### src/design/bct_pkg.sv
`timescale 1ns / 1ps
`default_nettype none
package bct_pkg;

  // t is unsigned Q0.16 with one extra bit so that t = 1.0 is representable
  localparam int T_FRAC = 16;
  localparam int T_W    = T_FRAC + 1;
  localparam int T_HALF = 1 << (T_FRAC - 1);

  localparam int NUM_COORDS = 8;

  // curve order carried by the command field
  localparam logic CMD_QUAD  = 1'b0;
  localparam logic CMD_CUBIC = 1'b1;

  typedef struct packed {
    logic           vld;
    logic           cubic;
    logic           first;
    logic           last;
    logic [T_W-1:0] t;
  } bct_ctl_t;

endpackage
`default_nettype wire

### src/design/bct_lerp.sv
`timescale 1ns / 1ps
`default_nettype none
// y = a + (((b - a) * t + half) >>> 16), exact b at t = 1
module bct_lerp #(
  parameter int CW = 16
) (
  input  wire logic signed [CW-1:0]          a,
  input  wire logic signed [CW-1:0]          b,
  input  wire logic [bct_pkg::T_W-1:0]       t,
  output logic signed [CW-1:0]               y
);

  localparam int PW = CW + bct_pkg::T_W + 2;

  logic signed [CW:0]   diff;
  logic signed [PW-1:0] prod;
  logic signed [PW-1:0] rnd;
  logic signed [CW:0]   sum;

  always_comb begin
    diff = $signed({b[CW-1], b}) - $signed({a[CW-1], a});
    prod = PW'(diff) * $signed({{(PW - bct_pkg::T_W){1'b0}}, t});
    rnd  = (prod + PW'(bct_pkg::T_HALF)) >>> bct_pkg::T_FRAC;
    // the interpolant stays within [a, b], so the quotient fits CW+1 bits
    sum  = $signed({a[CW-1], a}) + rnd[CW:0];
    y    = sum[CW-1:0];
  end

endmodule
`default_nettype wire

### config.mk
export PLATFORM = sky130hd
export DESIGN_NAME = bct_lerp
export DESIGN_NICKNAME = d
export VERILOG_FILES = /design/src/design/bct_pkg.sv /design/src/design/bct_lerp.sv
export SDC_FILE = /design/constraint.sdc
export NUM_CORES = 1
export LEC_CHECK = 0
export BUFFER_PORTS_ARGS = -buffer_cell sky130_fd_sc_hd__buf_4
export CAP_MARGIN = 20
export CORE_ASPECT_RATIO = 1.4
export CORE_UTILIZATION = 33
export DETAILED_ROUTE_END_ITERATION = 7
export PLACE_DENSITY_LB_ADDON = 0.3
export SETUP_SLACK_MARGIN = 0.15
export SLEW_MARGIN = 0
export SYNTH_ARGS = -nofsm -noshare
export SYNTH_HDL_FRONTEND = slang
export SYNTH_SLANG_ARGS = --single-unit
### constraint.sdc
create_clock -name vclk -period 10.5
set_clock_uncertainty 0.15 [all_clocks]
set_input_delay 1.05 -clock vclk [all_inputs]
set_output_delay 1.05 -clock vclk [all_outputs]
set_load 0.03 [all_outputs]
==> key figures <==
Route
  – Iteration-0 DRC Markers: about 210
  – Post-DRT Antenna Nets: 0
  – Total routed wirelength: about 28000 um
  – Vias/cell: 4.74
  – DR DRC count: 0
  – DR WL/cell: 15.3 um
  – Via count: between 8k and 9k
  – Drt pass-1 iters: 6

Floorplan
  – Site Rows: 76
  – Core Region: 0.0310 mm^2
  – Die area: 0.0324 mm^2
  – Die Width: between 150 and 200 um
  – Die Ht: 213 um
  – Starting Density: 0.338
  – IO Pins: 65

Critical path
  – Slowest cell delay on critical path: 0.59 ns
  – Critical path data arrival time: 9.62 ns
  – Max FO, Critical Path: 9
  – Crit end category: output port
  – Cell mode on critical path: buf_4
  – CP Class: in -> out
  – CP max-delay cell: fa_2
  – Setup crit start kind: primary input
  – CP Data Required Time: 9.30 ns

STA
  – Worst setup margin: -0.320 ns
  – Final Hold Fails: 0
  – Max Freq: 0.0924 GHz
  – Endpoints failing setup: 2
  – Max_slew headroom: 0.388
  – Final min period: 10.82 ns
  – Crit share post-route: 1.03
  – Worst-margin pin slew: 0.907 ns
  – Slew Limit Fails: 0
  – Unrepaired setup endpoints after global routing: true

Logic synthesis
  – Warnings from Yosys: 0
  – Mapped Avg Cell Area: 8.47 um^2
  – Part of the Yosys area used for sequential elements: 0
  – Netlist cell types: 54
  – Post-Syn Area: 0.0105 mm^2
  – Post-Syn Nets: 1648
  – Syn Inst Count: 1236

Layout
  – Synth-to-layout area growth: 27.6%
  – Fin nets: 1857
  – Seq_cells: 0
  – Share of post-route cells with drive strength above 1: 0.233
  – Register Area: 0 um^2
  – N_diodes: 0
  – # fillers: 3130
  – Clock buffer cells: 0

Place
  – Gp weighted congestion: 0.857
  – Place WS: -0.604 ns
  – DP Wirelength: 23400 um
  – IO Port Bufs: 65

Global route
  – Largest net degree at the start of global routing: 18
  – Vias in the first global route: between 9k and 10k
  – GRT overflow: 0
  – Initial antenna violation count: 0
  – First-pass GRT wire length: 47100 um
  – GRT Resource Usage Total: 0.182

Run
  – Max_cap viols: 0

Hold path
  – Hold WC Path Type: in -> out

Status
  – Violated checks: setup timing
  – Outcome: finished with violations
[timing repair]
item / CTS / global route
hold buffers: 0 / 0
endpoints found under the hold margin: 0 / 0
endpoints found under the setup margin: 7 / 9
setup buffers: 19 / 4
resized for setup: 82 / 31
pin swaps: 59 / 24
[layout make-up]
class	count	area, um^2	share of cell area
Tap cell	390	488	0.0365
Inverter	326	1240	0.0928
Multi-Input combinational cell	876	9680	0.725
Timing Repair Buffer	241	1950	0.146
[Yosys cell counts (2+ instances only)]
cell / count / area share
a2111oi_0: 2 / 0.0017
a211oi_1: 2 / 0.0014
a21boi_1: 2 / 0.0014
a21o_1: 5 / 0.0036
a21oi_1: 30 / 0.014
a31oi_1: 3 / 0.0018
and2_1: 81 / 0.048
clkbuf_1: 33 / 0.012
fa_1: 226 / 0.43
ha_1: 137 / 0.16
inv_1: 326 / 0.12
nand2_1: 172 / 0.062
nand2b_1: 18 / 0.011
nand3_1: 5 / 0.0024
nand4_1: 4 / 0.0024
nor2_1: 30 / 0.011
nor2b_1: 39 / 0.023
nor3_1: 13 / 0.0062
nor4_1: 2 / 0.0012
o2111ai_1: 2 / 0.0017
o211ai_1: 3 / 0.0022
o21a_1: 9 / 0.0065
o21ai_0: 15 / 0.0072
o21bai_1: 2 / 0.0014
o31ai_1: 3 / 0.0022
o41ai_1: 3 / 0.0025
or3_1: 2 / 0.0012
xnor2_1: 32 / 0.027
xor2_1: 10 / 0.0084
[layer usage]
metal  vias up  track usage  part of all wire
li1       4088            -                 -
met1      4431        0.195              0.36
met2       125        0.388              0.59
met3        49      0.00325             0.015
met4         0       0.0474             0.029
met5         -            0                 0
[cell families after synthesis]
kind of cell | Yosys count | synth area share
mux | 1 | 0.00108
buf+inv | 360 | 0.129
compound gates | 95 | 0.0612
simple gates | 374 | 0.175
fa+ha+maj | 363 | 0.596
xor+xnor | 43 | 0.0373
[worst max-delay path, delay by kind of cell]
family          cells  cell delay (ns)
compound gates     12             1.82
buf+inv            15             1.68
fa+ha+maj           9             3.92
simple gates        5             0.52
xor+xnor            3             0.62
[metrics by stage]
| stage | instance area, um^2 | std cells | setup TNS, ns | hold WS [ns] | utilization |
|---|---|---|---|---|---|
| after floorplan | 10600 | 1236 | -0.261 | 2.22 | - |
| after detailed placement | 12700 | 1810 | -1.52 | 2.34 | 0.409 |
| after CTS | 13200 | 1829 | -0.281 | 2.31 | 0.426 |
| final | 13400 | 1833 | -0.399 | 2.31 | 0.431 |
| after global placement | 12700 | 1810 | -0.975 | 2.32 | 0.409 |
| after global routing | 13400 | 1833 | -2.25 | 2.33 | 0.431 |
[worst paths after layout]
| kind | start | end | slack (ns) | cells past startpoint |
|---|---|---|---|---|
| max | a[1] | y[15] | -0.32 | 44 |
| min | a[0] | y[0] | 2.31 | 3 |
[placed cells by master, fill, tap and decap left out, types with 4 or more instances in the layout]
master	count
inv_1	312
fa_1	221
o21a_1	9
nand2b_1	18
and2_1	81
a21oi_2	12
nor2b_4	4
ha_4	14
nor2b_1	35
buf_12	4
o21ai_1	6
xor2_1	9
nor2_1	23
a21o_1	5
o21ai_0	6
fa_2	5
nor2_2	4
ha_1	122
buf_4	214
xnor2_1	29
nor3_1	12
a21oi_1	18
inv_2	12
nand2_1	169
nand4_1	4
buf_6	22
Power is left out: the tool's default activity adds up to more than one toggle a clock period on the data nets, which glitch-free logic cannot reach.
