--- config.mk ---
export PLATFORM = sky130hd
export DESIGN_NAME = bct_seq
export DESIGN_NICKNAME = d
export VERILOG_FILES = /design/src/design/bct_pkg.sv /design/src/design/bct_seq.sv
export SDC_FILE = /design/constraint.sdc
export NUM_CORES = 1
export LEC_CHECK = 0
export BUFFER_PORTS_ARGS = -buffer_cell sky130_fd_sc_hd__buf_2
export CORE_MARGIN = 1
export CORE_UTILIZATION = 44
export DETAILED_ROUTE_END_ITERATION = 10
export PLACE_DENSITY = 0.79
export SLEW_MARGIN = 20
export SYNTH_ARGS = -nofsm -noshare
export SYNTH_HDL_FRONTEND = slang
export SYNTH_SLANG_ARGS = --single-unit
--- constraint.sdc ---
create_clock -name clk -period 5.8 [get_ports clk]
set_input_delay 0 -clock clk [delete_from_list [all_inputs] [get_ports clk]]
set_output_delay 0 -clock clk [all_outputs]
set_load 0.02 [all_outputs]
--- src/design/bct_pkg.sv ---
`timescale 1ns / 1ps
`default_nettype none
package bct_pkg;

  // t is unsigned Q0.16 with one extra bit so that t = 1.0 is representable
  localparam int T_FRAC = 16;
  localparam int T_W    = T_FRAC + 1;
  localparam int T_HALF = 1 << (T_FRAC - 1);

  localparam int NUM_COORDS = 8;

  // curve order carried by the command field
  localparam logic CMD_QUAD  = 1'b0;
  localparam logic CMD_CUBIC = 1'b1;

  typedef struct packed {
    logic           vld;
    logic           cubic;
    logic           first;
    logic           last;
    logic [T_W-1:0] t;
  } bct_ctl_t;

endpackage
`default_nettype wire

--- src/design/bct_seq.sv ---
`timescale 1ns / 1ps
`default_nettype none
// Latches one curve and issues its steps k = 1..STEPS, one per advance.
module bct_seq #(
  parameter int STEPS = 20,
  parameter int CW    = 16
) (
  input  wire logic                                          clk,
  input  wire logic                                          rst_n,
  input  wire logic                                          adv,
  input  wire logic                                          in_valid,
  output logic                                               in_ready,
  input  wire logic                                          cmd,
  input  wire logic [bct_pkg::NUM_COORDS-1:0][CW-1:0]        pts_in,
  output logic [bct_pkg::NUM_COORDS-1:0][CW-1:0]             pts,
  output bct_pkg::bct_ctl_t                                  ctl
);

  localparam int KW = $clog2(STEPS + 1);

  logic [bct_pkg::T_W-1:0] t_tab [2**KW];

  for (genvar g = 0; g < 2**KW; g++) begin : g_tab
    localparam int TV = (g <= STEPS) ?
                        ((g * (1 << bct_pkg::T_FRAC)) + STEPS / 2) / STEPS : 0;
    assign t_tab[g] = bct_pkg::T_W'(TV);
  end

  logic [bct_pkg::NUM_COORDS-1:0][CW-1:0] cs_r;
  logic                                   cubic_r;
  logic                                   busy_r;
  logic [KW-1:0]                          k_r;
  logic [bct_pkg::T_W-1:0]                t_r;
  logic                                   at_last;
  logic                                   load;

  assign at_last  = (k_r == KW'(STEPS));
  assign in_ready = !busy_r || (adv && at_last);
  assign load     = in_valid && in_ready;

  always_ff @(posedge clk) begin
    if (!rst_n) begin
      busy_r <= 1'b0;
      k_r    <= KW'(1);
    end else if (load) begin
      busy_r <= 1'b1;
      k_r    <= KW'(1);
    end else if (adv && busy_r) begin
      if (at_last) begin
        busy_r <= 1'b0;
      end else begin
        k_r <= k_r + KW'(1);
      end
    end
  end

  always_ff @(posedge clk) begin
    if (load) begin
      cs_r    <= pts_in;
      cubic_r <= (cmd == bct_pkg::CMD_CUBIC);
      t_r     <= t_tab[1];
    end else if (adv && busy_r && !at_last) begin
      t_r <= t_tab[k_r + KW'(1)];
    end
  end

  assign pts       = cs_r;
  assign ctl.vld   = busy_r;
  assign ctl.cubic = cubic_r;
  assign ctl.first = (k_r == KW'(1));
  assign ctl.last  = at_last;
  assign ctl.t     = t_r;

endmodule
`default_nettype wire

==> flow_summary.ini, run 1 <==
[critical_path]
r2r_start = k_r[0]$_SDFFE_PP1P_
cp_top_family = buffers and inverters
worstSetupEndpointType = flop
reg2reg_to = pts[5]$_DFFE_PP_
r2r_cells = 7
crit_arrival_ns = 3.14
crit_required_ns = 5.83
slowest_stage = buf_4
critical_path_class = flop to flop
crit_buf_inv = 3
cp-start-kind = flop
path_cells = inv_1 -> ha_1 -> nand4b_4 -> o21ai_1 -> nand2_1 -> inv_4 -> buf_4
max_stage_delay_ns = 0.66
rrSetupSlack_ns = 2.69
critPathMaxFanout = 51

[floorplanning]
row_count = 39
ioPinCount = 283
die_h_um = 111
die_w_um = 111
initial_core_util_pct = 45.3
coreArea_sq_mm = 0.0115
dieArea_sq_mm = 0.0122

[pwr]
total_power_w = 0.00261
power_frac_seq_pct = 46.9
p_switching_w = 0.000664
vdd_ir_drop_max_mv = 0.237
pwr-share-clk_pct = 40.5
internal_power_w = 0.00195
p_per_area_mw_per_mm2 = 306
p_sw_share_pct = 25.4
combPwrFrac_pct = 12.6
leakagePower_nw = 3.68

[routing]
drc_errors = 0
wl_per_cell_um = 20.5
wirelength_um = 17800
dr.pass1.iters = 5
drt_iter0_drc = 294
ant_nets = 0
num_vias = 4394
avgViaCountPerCell = 5.06

[sta]
rsz0062_at_grt = false
setup_slack_ns = 2.69
finalCritPeriodShare_pct = 53.6
fin_crit_ns = 3.11
slew_headroom_pct = 54.6
timing.final.max_slew_violations = 0
fmax_ghz = 0.322
totalNegativeSetupSlack_ns = 0
hold_ws_ns = 0.0722
hold_viol_final = 0
fin_skew_ns = 0.0135
setup-violations-final = 0
worst_pin_slew_ns = 0.681

[hold_path]
min_path_cells = 4
min-delay-start = adv
min_path_type = primary input to flop
hold_end = t_r[7]$_SDFFE_PP1P_

[clock_tree]
h-tree-depth = 4
cts_tree = yes
postCtsSetupBuffers = 0
cts.sinks = 144
clock-root-buffer = clkbuf_16
cts_buffer_depth = 2
clk_pin_slew_ns = 0.06
cts_buffers = 17
clk_latency_ns = 0.41

[placement]
dp_cells = 702
preCtsSetupSlack_ns = 2.72
hpwlAfterDp_um = 9910
finalWeightedCongestion = 0.878
numPortBuffers = 282

[final_layout]
nNetsFinal = 852
final_common_cell = buf_2
final_cell_mix = buf_2 (282), dlygate4sd3_1 (131), edfxtp_1 (129)
area_growth_pct = 64.7
drive_above_1_share_pct = 45.0
instances_no_fill = 868

[logic_synthesis]
yosysUniqueCellTypes = 48
synth-seq-cells = 144
synth_nets = 438
yosysSeqAreaShare_pct = 80.4
synth_cells = 295
post_synth.cell_area_avg_sq_um = 17.6
syn_area_sq_mm = 0.00519
synth-warning-count = 0

[global_routing]
track_usage_pct = 28.9
antenna_found_initial = 2
grt_pass1_wl_um = 25900
gr-total-overflow = 0
grt_max_degree = 52
grt_pass1_vias = 4504

[job]
cap_viol_max_count = 0

[status]
status = completed
power by group through the flow:
stage	clock network, W	registers [W]	logic [W]
finish	0.00106	0.00122	0.000329
global route	0.00111	0.00123	0.000346
CTS	0.00106	0.00122	0.000320
detailed placement	0	0.00124	0.000246
global placement	0	0.00124	0.000241
floorplan	0	0.00131	0.0000672
worst register-to-register path, stage by stage, from the launching register on:
cell and delay [ns]:
dfxtp_1 0.44, inv_1 0.24, ha_1 0.24, nand4b_4 0.15, o21ai_1 0.23, nand2_1 0.20, inv_4 0.55, buf_4 0.67
Yosys cell counts (all sizes together):
| library cell | number | area (sq um) |
|---|---|---|
| xor2 | 2 | 25.0 |
| and2 | 2 | 15.0 |
| and3 | 2 | 17.5 |
| nand4b | 1 | 23.8 |
| nand2 | 17 | 63.8 |
| o211a | 1 | 10.0 |
| a221o | 1 | 10.0 |
| o21ai | 11 | 55.1 |
| ha | 10 | 125 |
| dfxtp | 15 | 300 |
| o22ai | 2 | 12.5 |
| o311ai | 2 | 17.5 |
| buf | 18 | 136 |
| nor3b | 1 | 7.51 |
| nor2b | 2 | 12.5 |
| nand3b | 1 | 7.51 |
| o221ai | 1 | 8.76 |
| a211oi | 4 | 30.0 |
| nand2b | 3 | 26.3 |
| a21boi | 3 | 22.5 |
| nor3 | 4 | 25.0 |
| a211o | 1 | 8.76 |
| o31ai | 1 | 7.51 |
| nor4 | 1 | 6.26 |
| nand3 | 6 | 40.0 |
| o32a | 1 | 10.0 |
| mux2i | 3 | 30.0 |
| edfxtp | 129 | 3870 |
| clkbuf | 2 | 7.51 |
| a311oi | 1 | 8.76 |
| nor2 | 13 | 48.8 |
| o2bb2ai | 2 | 17.5 |
| o22a | 1 | 8.76 |
| xnor2 | 3 | 26.3 |
| a31o | 1 | 8.76 |
| a21oi | 12 | 60.1 |
| nor4b | 1 | 8.76 |
| o211ai | 4 | 30.0 |
| inv | 10 | 37.5 |
sequential cells by signal (all words and copies together), names as in the netlist:
register,cells
pts,128
t_r,9
k_r,5
cubic_r,1
busy_r,1
routing by layer:
layer	vias to the layer above	GRT usage, %	part of all wire (%)
met4	0	13.6	3.8
met1	2147	29.8	33
met5	-	0	0
met3	46	8.23	7.7
li1	1947	-	-
met2	254	53.4	56
through the flow:
stage | cell area (sq um) | utilization, %
2_1_floorplan | 5190 | -
3_3_place_gp | 6660 | 58.0
3_5_place_dp | 6660 | 58.0
4_1_cts | 8540 | 74.5
5_1_grt | 8550 | 74.5
6_report | 8550 | 74.5
cells by family after synthesis:
logic type / after synthesis / share of synthesized area (%)
adders and majority gates: 10 / 2.41
xor gates and xnor gates: 5 / 0.988
buffers and inverters: 30 / 3.49
AOI/OAI and AO/OA: 49 / 6.29
muxes: 3 / 0.578
and+or+nand+nor: 54 / 5.83
DFF: 144 / 80.4
worst max path at each step:
stage | startpoint | slack [ns] | end | depth (start not counted)
detailed placement | k_r[0]$_SDFFE_PP1P_ | 2.72 | pts[92]$_DFFE_PP_ | 7
CTS | k_r[0]$_SDFFE_PP1P_ | 2.71 | pts[5]$_DFFE_PP_ | 7
global route | k_r[0]$_SDFFE_PP1P_ | 2.50 | pts[5]$_DFFE_PP_ | 7
finish | k_r[0]$_SDFFE_PP1P_ | 2.69 | pts[5]$_DFFE_PP_ | 7
floorplan | k_r[0]$_SDFFE_PP1P_ | 1.21 | cubic_r$_DFFE_PP_ | 7
global placement | k_r[0]$_SDFFE_PP1P_ | 2.92 | pts[34]$_DFFE_PP_ | 7
what timing repair did:
| action | 4_1_cts | 5_1_grt |
|---|---|---|
| hold buffers | 131 | 0 |
| gates resized for setup | 0 | 0 |
| hold endpoints to repair | 137 | 0 |
| endpoints found under the setup margin | 0 | 0 |
cell type report:
type / instances / area [sq um]
Sequential cell: 144 / 4170
Antenna cell: 3 / 7.51
Inverter: 10 / 40.0
Clock buffer: 18 / 429
Multi-Input combinational cell: 121 / 836
Fill cell: 672 / 2920
Tap cell: 143 / 179
Timing Repair Buffer: 415 / 2740
Clock inverter: 14 / 145
No activity file was read; power rests on OpenSTA's default activity.
==> inputs of run 2 (changes only) <==
Settings changed: ABC_AREA set to 1.
Clock period 5.8 ns to 2.9 ns, I/O delays scaled along.
==> run 2 against run 1 <==
Final cell count is 4.1% higher. Register-to-register slack got worse by 2.1 ns. Worst setup slack got worse by 2.1 ns. First-iteration DRC count is 9.2% higher. Fmax increased by 33%. Sequential power grew 100%. Non-clock buffer count grew 2. Synthesized cell count up 9.8%. Global-route usage decreased by 0.67 points. Design area is 0.20% higher. Clock skew is 0.0031 ns lower. Synthesized area shrank 1.4%. Critical endpoint is now t_r[6]$_SDFFE_PP1P_. Largest cell class unchanged.
==> flow_summary.ini, run 2 <==
[hold_path]
min_path_type = primary input to flop

[floorplanning]
dieArea_sq_mm = 0.0121
row_count = 39
initial_core_util_pct = 45.0
coreArea_sq_mm = 0.0114
die_w_um = 110
die_h_um = 110
ioPinCount = 283

[global_routing]
track_usage_pct = 28.2
grt_pass1_wl_um = 23700
top_usage_layer = met2
grt.met1_usage_pct = 28.5
antenna_found_initial = 3
gr-total-overflow = 0
grtUsageMet3_pct = 11.1
grt_max_degree = 40
grt.met2_usage_pct = 49.1
grt_pass1_vias = 4319

[final_layout]
area_growth_pct = 67.4
final_common_cell = buf_2
fill_cells = 686
largest_reg_flops = 128
nNetsFinal = 887
utilization_pct = 75.3
fin_area_sq_mm = 0.00857
instances_no_fill = 904
drive_above_1_share_pct = 44.0
final_cell_mix = buf_2 (282), dlygate4sd3_1 (132), edfxtp_1 (129)

[critical_path]
cp_top_family = adder cells
path_cells = ha_1 -> inv_1 -> ha_1 -> inv_1 -> nand2_1 -> nand2_1 -> nor2_1 -> nand2_1 -> nand3_1 -> nand2_1 -> nand2_1 -> nand2_1
r2r_start = k_r[0]$_SDFFE_PP1P_
crit_arrival_ns = 2.65
crit_end = t_r[6]$_SDFFE_PP1P_
worstSetupEndpointType = flop
rrSetupSlack_ns = 0.56
reg2reg_to = t_r[6]$_SDFFE_PP1P_
cp-start-kind = flop
crit_required_ns = 3.21
r2r_cells = 12
path_depth = 12
critical_path_class = flop to flop
max_stage_delay_ns = 0.54
critPathMaxFanout = 12
slowest_stage = dfxtp_1
crit_buf_inv = 2
critical_path.most_common_cell = nand2_1
startpoint = k_r[0]$_SDFFE_PP1P_

[clock_tree]
postCtsSetupBuffers = 0
cts_buffer_depth = 2
clock-root-buffer = clkbuf_16
cts_tree = yes
cts-resized-gates = 0
cts_buffers = 17
clk_pin_slew_ns = 0.06
clk_latency_ns = 0.42
cts.sinks = 144
cts_hold_buf = 132
h-tree-depth = 4

[routing]
drt_iter0_drc = 321
num_vias = 4380
drc_errors = 0
ant_nets = 0
avgViaCountPerCell = 4.85
wirelength_um = 17600
wl_per_cell_um = 19.4
dr.pass1.iters = 5

[logic_synthesis]
synth-seq-cells = 144
synth_edf_count = 129
synthMostInstantiatedCell = edfxtp_1
synthTopCellsByArea = edfxtp_1 (76%), dfxtp_1 (5.9%), nand2_1 (4.3%)
syn_area_sq_mm = 0.00512
synth_area_leader_cell = edfxtp_1
yosysUniqueCellTypes = 23
synth_common_cells = edfxtp_1 (129), nand2_1 (59), nor2_1 (24), inv_1 (20), dfxtp_1 (15)
ys.flop_type = edfxtp_1
synth_nets = 467
async_flop_share_pct = 0
synth.top_cell.area_share_pct = 75.7
yosysSeqAreaShare_pct = 81.6
post_synth.cell_area_avg_sq_um = 15.8
synth-warning-count = 0
synth_cells = 324

[placement]
finalWeightedCongestion = 0.850
dpl-instance-area_sq_mm = 0.00664
hpwlAfterDp_um = 10300
numPortBuffers = 282
dp_cells = 736

[sta]
fmax_ghz = 0.427
finalCritPeriodShare_pct = 80.7
fin_skew_ns = 0.0104
slew_headroom_pct = 69.5
hold_ws_ns = 0.0867
hold_viol_final = 0
timing.final.max_slew_violations = 0
rsz0062_at_grt = false
fin_crit_ns = 2.34
setup-violations-final = 0
totalNegativeSetupSlack_ns = 0
worst_pin_slew_ns = 0.458

[pwr]
combPwrFrac_pct = 13.3
p_per_area_mw_per_mm2 = 628
p_switching_w = 0.00131
p_sw_share_pct = 24.3
vdd_ir_drop_max_mv = 0.708
pwr-share-clk_pct = 40.7
leakagePower_nw = 3.80
internal_power_w = 0.00407
power_frac_seq_pct = 46.0

[job]
cap_viol_max_count = 0

[status]
status = completed
[run 2: cell families after synthesis]
kind of cell             count (synthesis)  synth area share, %
flip-flops                             144                 81.6
AND/OR/NAND/NOR                        113                 9.93
buffers and inverters                   40                 4.28
AO/OA/AOI/OAI                           17                 1.76
adder cells (fa/ha/maj)                 10                 2.45
[run 2: cell type report]
type | count | area, sq um | area share (%)
antenna | 4 | 10.0 | 0.117
clock buffer | 18 | 429 | 5.01
sequential | 144 | 4170 | 48.7
clock inverter | 14 | 165 | 1.93
tap | 143 | 179 | 2.09
inverter | 24 | 92.6 | 1.08
timing repair buffer | 417 | 2790 | 32.6
multi-input combinational | 140 | 723 | 8.44
[run 2: worst min-delay path: cells and delay by family]
kind	cells	cell delay [ns]
AND/OR/NAND/NOR	4	0.26
buffers and inverters	1	0.09
AO/OA/AOI/OAI	1	0.09
[run 2: how the worst min path moves through the flow]
stage / start / to / slack [ns] / depth (start not counted)
floorplan: cmd / cubic_r$_DFFE_PP_ / 0.1 / 0
global placement: pts_in[2] / pts[2]$_DFFE_PP_ / 0.18 / 1
detailed placement: pts_in[49] / pts[49]$_DFFE_PP_ / 0.18 / 1
CTS: adv / t_r[1]$_SDFFE_PP0P_ / 0.09 / 6
global route: adv / t_r[16]$_SDFFE_PP0P_ / 0.11 / 6
finish: adv / t_r[1]$_SDFFE_PP0P_ / 0.09 / 6
[run 2: power groups by stage]
stage	logic [W]	clock network, W	registers (W)
5_1_grt	0.000761	0.00232	0.00248
3_5_place_dp	0.000550	0	0.00251
6_report	0.000714	0.00219	0.00248
4_1_cts	0.000697	0.00219	0.00246
3_3_place_gp	0.000539	0	0.00250
2_1_floorplan	0.000145	0	0.00266
[run 2: routing by layer]
layer | part of all wire [%] | vias to the layer above | wire length (um)
li1 | - | 1968 | -
met1 | 34 | 2092 | 5940
met2 | 53 | 256 | 9270
met3 | 9.1 | 60 | 1600
met4 | 4.1 | 4 | 719
met5 | 0.13 | - | 23
[run 2: per-stage QoR]
stage               worst slack (ns)  total power [W]
floorplan                      0.432          0.00281
global placement               0.683          0.00304
detailed placement             0.580          0.00306
CTS                            0.585          0.00535
global route                   0.314          0.00556
finish                         0.559          0.00538
